`src/sv/ppw_pkg.sv`:
```
// Shared types, constants and helpers for the point projection pipeline.
package ppw_pkg;

  localparam int PPW_FRAC_BITS = 16;

  // request modes
  localparam logic [1:0] MODE_EYE_WR  = 2'd0;
  localparam logic [1:0] MODE_PROJ_WR = 2'd1;
  localparam logic [1:0] MODE_POINT   = 2'd2;

  // configuration register indexes
  localparam logic [3:0] CFG_VP_X = 4'd0;
  localparam logic [3:0] CFG_VP_Y = 4'd1;
  localparam logic [3:0] CFG_VP_W = 4'd2;
  localparam logic [3:0] CFG_VP_H = 4'd3;

  localparam logic [15:0] VP_X_RST = 16'd0;
  localparam logic [15:0] VP_Y_RST = 16'd0;
  localparam logic [14:0] VP_W_RST = 15'd640;
  localparam logic [14:0] VP_H_RST = 15'd480;

  localparam logic signed [63:0] S32_MAX = 64'sd2147483647;
  localparam logic signed [63:0] S32_MIN = -64'sd2147483648;

  // sideband that travels with a request through the transform stages
  typedef struct packed {
    logic               pt;   // point projection, gives a result
    logic               wr;   // projection matrix write
    logic [3:0]         idx;
    logic signed [31:0] val;
    logic signed [31:0] aux;  // eye z once known
  } ppw_side_t;

  // flags past the transform stages
  typedef struct packed {
    logic pt;
    logic wz;   // clip w is zero
  } ppw_flags_t;

  typedef struct packed {
    logic               status;
    logic signed [31:0] x;
    logic signed [31:0] y;
    logic signed [31:0] z;
  } ppw_res_t;

  function automatic logic signed [31:0] sat32(input logic signed [63:0] v);
    logic signed [31:0] r;
    if (v > S32_MAX) r = 32'sh7fffffff;
    else if (v < S32_MIN) r = 32'sh80000000;
    else r = v[31:0];
    return r;
  endfunction

endpackage

```
`src/sv/ppw_vp.sv`:
```
// Viewport mapping: scale stage, then halve, offset and saturate.
module ppw_vp import ppw_pkg::*; #(
  parameter int FRAC_BITS = PPW_FRAC_BITS
) (
  input  logic               clk_i,
  input  logic               rst_ni,
  input  logic               en_i,
  input  logic               valid_i,
  input  ppw_flags_t         flags_i,
  input  logic signed [31:0] ndc_i [3],
  input  logic [15:0]        vp_x_i,
  input  logic [15:0]        vp_y_i,
  input  logic [14:0]        vp_w_i,
  input  logic [14:0]        vp_h_i,
  output logic               valid_o,
  output ppw_res_t           res_o
);

  localparam logic signed [32:0] One = 33'sd1 <<< FRAC_BITS;

  logic               valid1_q;
  ppw_flags_t         flags1_q;
  logic signed [48:0] tx_q, ty_q;
  logic signed [31:0] z_q;
  logic               valid2_q;
  ppw_res_t           res_q;

  logic signed [32:0] ax, ay, az;
  assign ax = 33'(ndc_i[0]) + One;
  assign ay = 33'(ndc_i[1]) + One;
  assign az = (33'(ndc_i[2]) + One + 33'sd1) >>> 1;

  always_ff @(posedge clk_i or negedge rst_ni) begin
    if (!rst_ni) begin
      valid1_q <= 1'b0;
      valid2_q <= 1'b0;
    end else if (en_i) begin
      valid1_q <= valid_i;
      valid2_q <= valid1_q && flags1_q.pt;
    end
  end

  always_ff @(posedge clk_i) begin
    logic signed [49:0] sx, sy;
    if (en_i) begin
      flags1_q <= flags_i;
      tx_q     <= 49'(ax) * 49'($signed({1'b0, vp_w_i}));
      ty_q     <= 49'(ay) * 49'($signed({1'b0, vp_h_i}));
      z_q      <= az[31:0];
      sx = 50'((tx_q + 49'sd1) >>> 1) + $signed(50'({vp_x_i, {FRAC_BITS{1'b0}}}));
      sy = 50'((ty_q + 49'sd1) >>> 1) + $signed(50'({vp_y_i, {FRAC_BITS{1'b0}}}));
      res_q.status <= flags1_q.wz;
      res_q.x      <= flags1_q.wz ? '0 : sat32(64'(sx));
      res_q.y      <= flags1_q.wz ? '0 : sat32(64'(sy));
      res_q.z      <= flags1_q.wz ? '0 : z_q;
    end
  end

  assign valid_o = valid2_q;
  assign res_o   = res_q;

endmodule

```
`config.mk`:
```
export PLATFORM = sky130hd
export DESIGN_NAME = ppw_vp
export DESIGN_NICKNAME = d
export VERILOG_FILES = /design/src/sv/ppw_pkg.sv /design/src/sv/ppw_vp.sv
export SDC_FILE = /design/constraint.sdc
export NUM_CORES = 2
export LEC_CHECK = 0
export ABC_AREA = 1
export BUFFER_PORTS_ARGS = -buffer_cell sky130_fd_sc_hd__buf_4
export CAP_MARGIN = 0
export CORE_ASPECT_RATIO = 1.1
export CORE_MARGIN = 1.5
export CORE_UTILIZATION = 55
export DETAILED_ROUTE_END_ITERATION = 10
export GPL_ROUTABILITY_DRIVEN = 0
export GPL_TIMING_DRIVEN = 0
export PLACE_DENSITY_LB_ADDON = 0.3
export RECOVER_POWER = 50
export SLEW_MARGIN = 15
export SYNTH_ARGS = -nofsm -noshare
export SYNTH_HDL_FRONTEND = slang
export SYNTH_SLANG_ARGS = --single-unit
```
`constraint.sdc`:
```
create_clock -name clk_i -period 6.95 [get_ports clk_i]
set_input_delay 1.39 -clock clk_i [delete_from_list [all_inputs] [get_ports clk_i]]
set_output_delay 1.39 -clock clk_i [all_outputs]
set_load 0.05 [all_outputs]
```
==> key figures <==
Setup path
  • Endpoint kind of the worst setup timing path: flip-flop
  • Crit. Startpoint: ndc_i[48]
  • Worst Path Arrival: 8.14 ns
  • Startpoint of the worst register-to-register path: tx_q[2]$_DFFE_PP_
  • Cell type with the highest occurrence count on the critical path: fa_1
  • Largest incremental delay on the critical path: between 0.5 and 0.6 ns
  • Req. time, crit path: 7.22 ns
  • Setup crit start kind: input pin
  • Worst Path Class, Setup: input pin to flip-flop
  • Critical-path maximum fanout: 8
  • Worst-path cell with the longest stage delay: fa_1

STA
  • Clock tree skew after final layout: 0.0159 ns
  • Final critical path time including I/O delays and setup: 7.87 ns
  • RSZ-0062 raised after global routing: true
  • Final Hold Viols: 0
  • Fin Setup TNS: -15.26 ns
  • Peak clock frequency supported by timing: about 130 MHz
  • Share of the clock period used by the worst path: 113%
  • Count of pins over their slew limit: ~220
  • Final worst-path setup slack: -0.922 ns
  • Transition time at the pin with the least slew margin: 2.72 ns
  • Final setup fails: 37
  • Slew HR: -81.5%

Global route
  • Tot GR Track Use: 32.3%
  • Initial antenna violation count: 2
  • Sum of overflow across all layers after global routing: 0
  • Vias in the first global route: 45568
  • First-pass GRT wire length: 237000 microns
  • Pin count of the biggest net entering global routing: 113

Min path
  • Path class of the lowest-slack min-delay path: flip-flop to flip-flop
  • Worst hold start: flags1_q[0]$_DFFE_PP_

Final layout
  • Area overhead of the layout relative to synthesis: 17.9%
  • Fillcell total: 7224
  • Area of combinational cells with multiple inputs: 0.0392 sq mm
  • Fraction of layout instances using a drive strength above 1: 18.5%
  • Storage element area: 0.00693 sq mm
  • Post-layout nets: 8140
  • Number of non-filler instances in the completed layout: 7969

Logic synthesis
  • Area fraction of the dominant cell type after synthesis: 37.3%
  • Number of instances in the synthesized netlist: 6306
  • Syn Std Cell Area: ~0.050 sq mm
  • Primary flip-flop cell chosen by synthesis mapping: edfxtp_1
  • Synth unique cells: 55
  • Syn nets: 7675
  • #FFs+latches synth: 231
  • Number of enable-type register cells in the synthesized netlist: 229
  • Cell type with the largest total area after synthesis: fa_1
  • Syn_area_per_cell: roughly 8.0 sq um
  • Synthesis Warnings: 0
  • Portion of the post-synthesis area used by sequential elements: 13.8%
  • Cell types with the largest area share after synthesis: fa_1 37%, edfxtp_1 14%, inv_1 12%, nand2_1 11%, ha_1 6.7%
  • FFs w/ async S/R, synth: 0.866%

Floorplan
  • Die area: 0.0932 sq mm
  • Die Span X: 291 microns
  • IO Count: approximately 260
  • Die Ht: 320 microns
  • Initial core utilization: 55.4%
  • Core area: 0.0907 sq mm
  • Site row count: between 100 and 150

CTS
  • Number of sinks handled by clock tree synthesis: around 230
  • H-tree level count: 1
  • Clock-pin slew on the worst setup and hold paths: 0.06 ns
  • Clock tree buffer depth: 3
  • TritonCTS Buffers: 25
  • Root Driver: clkbuf_16
  • Number of buffers inserted by hold repair at cts: 0
  • Source-to-sink clock delay at the later pin of the worst-skew pair: 0.54 ns
  • CTS tree: yes

Detailed routing
  • Per-cell routed wire length: 18.9 microns
  • Average via count per standard cell: 5.49
  • ANT nets after route: 0
  • Initial drt markers: 3844
  • Total wire length: around 150000 microns
  • Remaining routing DRC violations: 0
  • Vias after detailed routing: 43732
  • Number of detailed-route iterations in the first pass: 8

Placed design
  • Estimated wirelength of the detail-placed design: 120000 microns
  • Placed Cells: 7731
  • Number of I/O port buffers: 243

Flow run
  • Max Cap Viol: 2

Run status
  • Run status: finished with violations
  • Failing checks: capacitance limit, slew limit, setup timing
[final timing paths]
check	to	slack [ns]	cells past startpoint
max	ty_q[45]$_DFFE_PP_	-0.92	34
min	res_o[96]$_DFFE_PP_	0.45	0
max reg2reg	res_o[64]$_SDFFCE_PP0P_	2.00	24
min reg2reg	res_o[96]$_DFFE_PP_	0.45	0
max in group asynchronous	valid_o$_DFFE_PN0P_	6.20	1
min in group asynchronous	valid1_q$_DFFE_PN0P_	0.63	1
[logic make-up after synthesis]
group	Yosys count	share of synthesized area (%)
AO/OA/AOI/OAI	392	4.55
AND/OR/NAND/NOR	2445	19.9
flip-flops	231	13.8
adder cells (fa/ha/maj)	1205	44.0
XOR/XNOR	239	4.17
multiplexers	1	0.0224
buffers and inverters	1793	13.6
[routing by layer]
metal | GRT usage (%) | routed length [microns] | vias to the layer above
li1 | - | - | 19500
met5 | 0 | 7 | -
met3 | 6.01 | 14500 | 661
met4 | 19.0 | 10600 | 2
met1 | 39.2 | 54500 | 21172
met2 | 53.8 | 70900 | 2397
[sequential cells by signal, summed over array words and instances (netlist names)]
name,flops
valid_o,1
tx_q,49
ty_q,49
flags1_q,2
res_o,97
z_q,32
valid1_q,1
[cells in the mapped netlist (all sizes together) (2+ instances only)]
cell type / number
o221ai: 4
and2: 5
a31oi: 27
or2: 5
ha: 269
o211ai: 6
a21o: 12
a21oi: 223
inv: 1612
a31o: 3
nor3: 34
nor2: 618
fa: 936
nor3b: 5
buf: 19
a21boi: 5
o21a: 11
xnor2: 94
clkinv: 15
xor2: 145
o21ai: 77
o31ai: 5
clkbuf: 147
edfxtp: 229
and3: 4
nand4: 65
o21bai: 12
nand3b: 11
nand2: 1554
nand3: 129
nor4: 14
dfrtp: 2
[placed cells by master, fill, tap and decap left out, drive strengths merged, types with 129 or more instances in the layout]
cell type	instances
inv	1611
nor2	618
nand2	1554
nand3	129
xor2	145
fa	936
clkbuf	162
ha	269
a21oi	223
edfxtp	229
buf	473
[through the flow]
step                setup WS [ns]  hold slack [ns]  util (%)  cell area (sq um)
finish                     -0.922            0.453      65.3              59300
CTS                        -0.374            0.452      64.0              58000
detailed placement          -1.76            0.436      60.3              54700
global route                -1.05            0.475      65.3              59300
floorplan                  -0.528            0.424         -              51400
global placement            -1.71            0.435      60.3              54700
[cell type report]
class	instances	area share, %
Clock buffer	32	1.10
Buffer	157	1.75
Sequential cell	231	11.7
Tap cell	1180	2.49
Antenna cell	1	0.00422
Timing Repair inverter	1	0.00845
Multi-Input combinational cell	4282	66.2
Timing Repair Buffer	446	5.97
Inverter	1627	10.5
Clock inverter	12	0.198
[critical path, delay by kind of cell]
kind                       cells  cell delay, ns
AOI/OAI and AO/OA              2            0.48
and+or+nand+nor               13            1.69
xor gates and xnor gates       1            0.12
adders and majority gates      8            3.38
buffers and inverters         10            1.06
[repair_timing]
action	CTS	global route
gates cloned	2	0
resized for setup	428	328
endpoints found under the setup margin	59	49
pin swaps	210	132
setup buffers	145	58
Power is left out: the tool's default activity adds up to more than one toggle a clock period on the data nets, which glitch-free logic cannot reach.
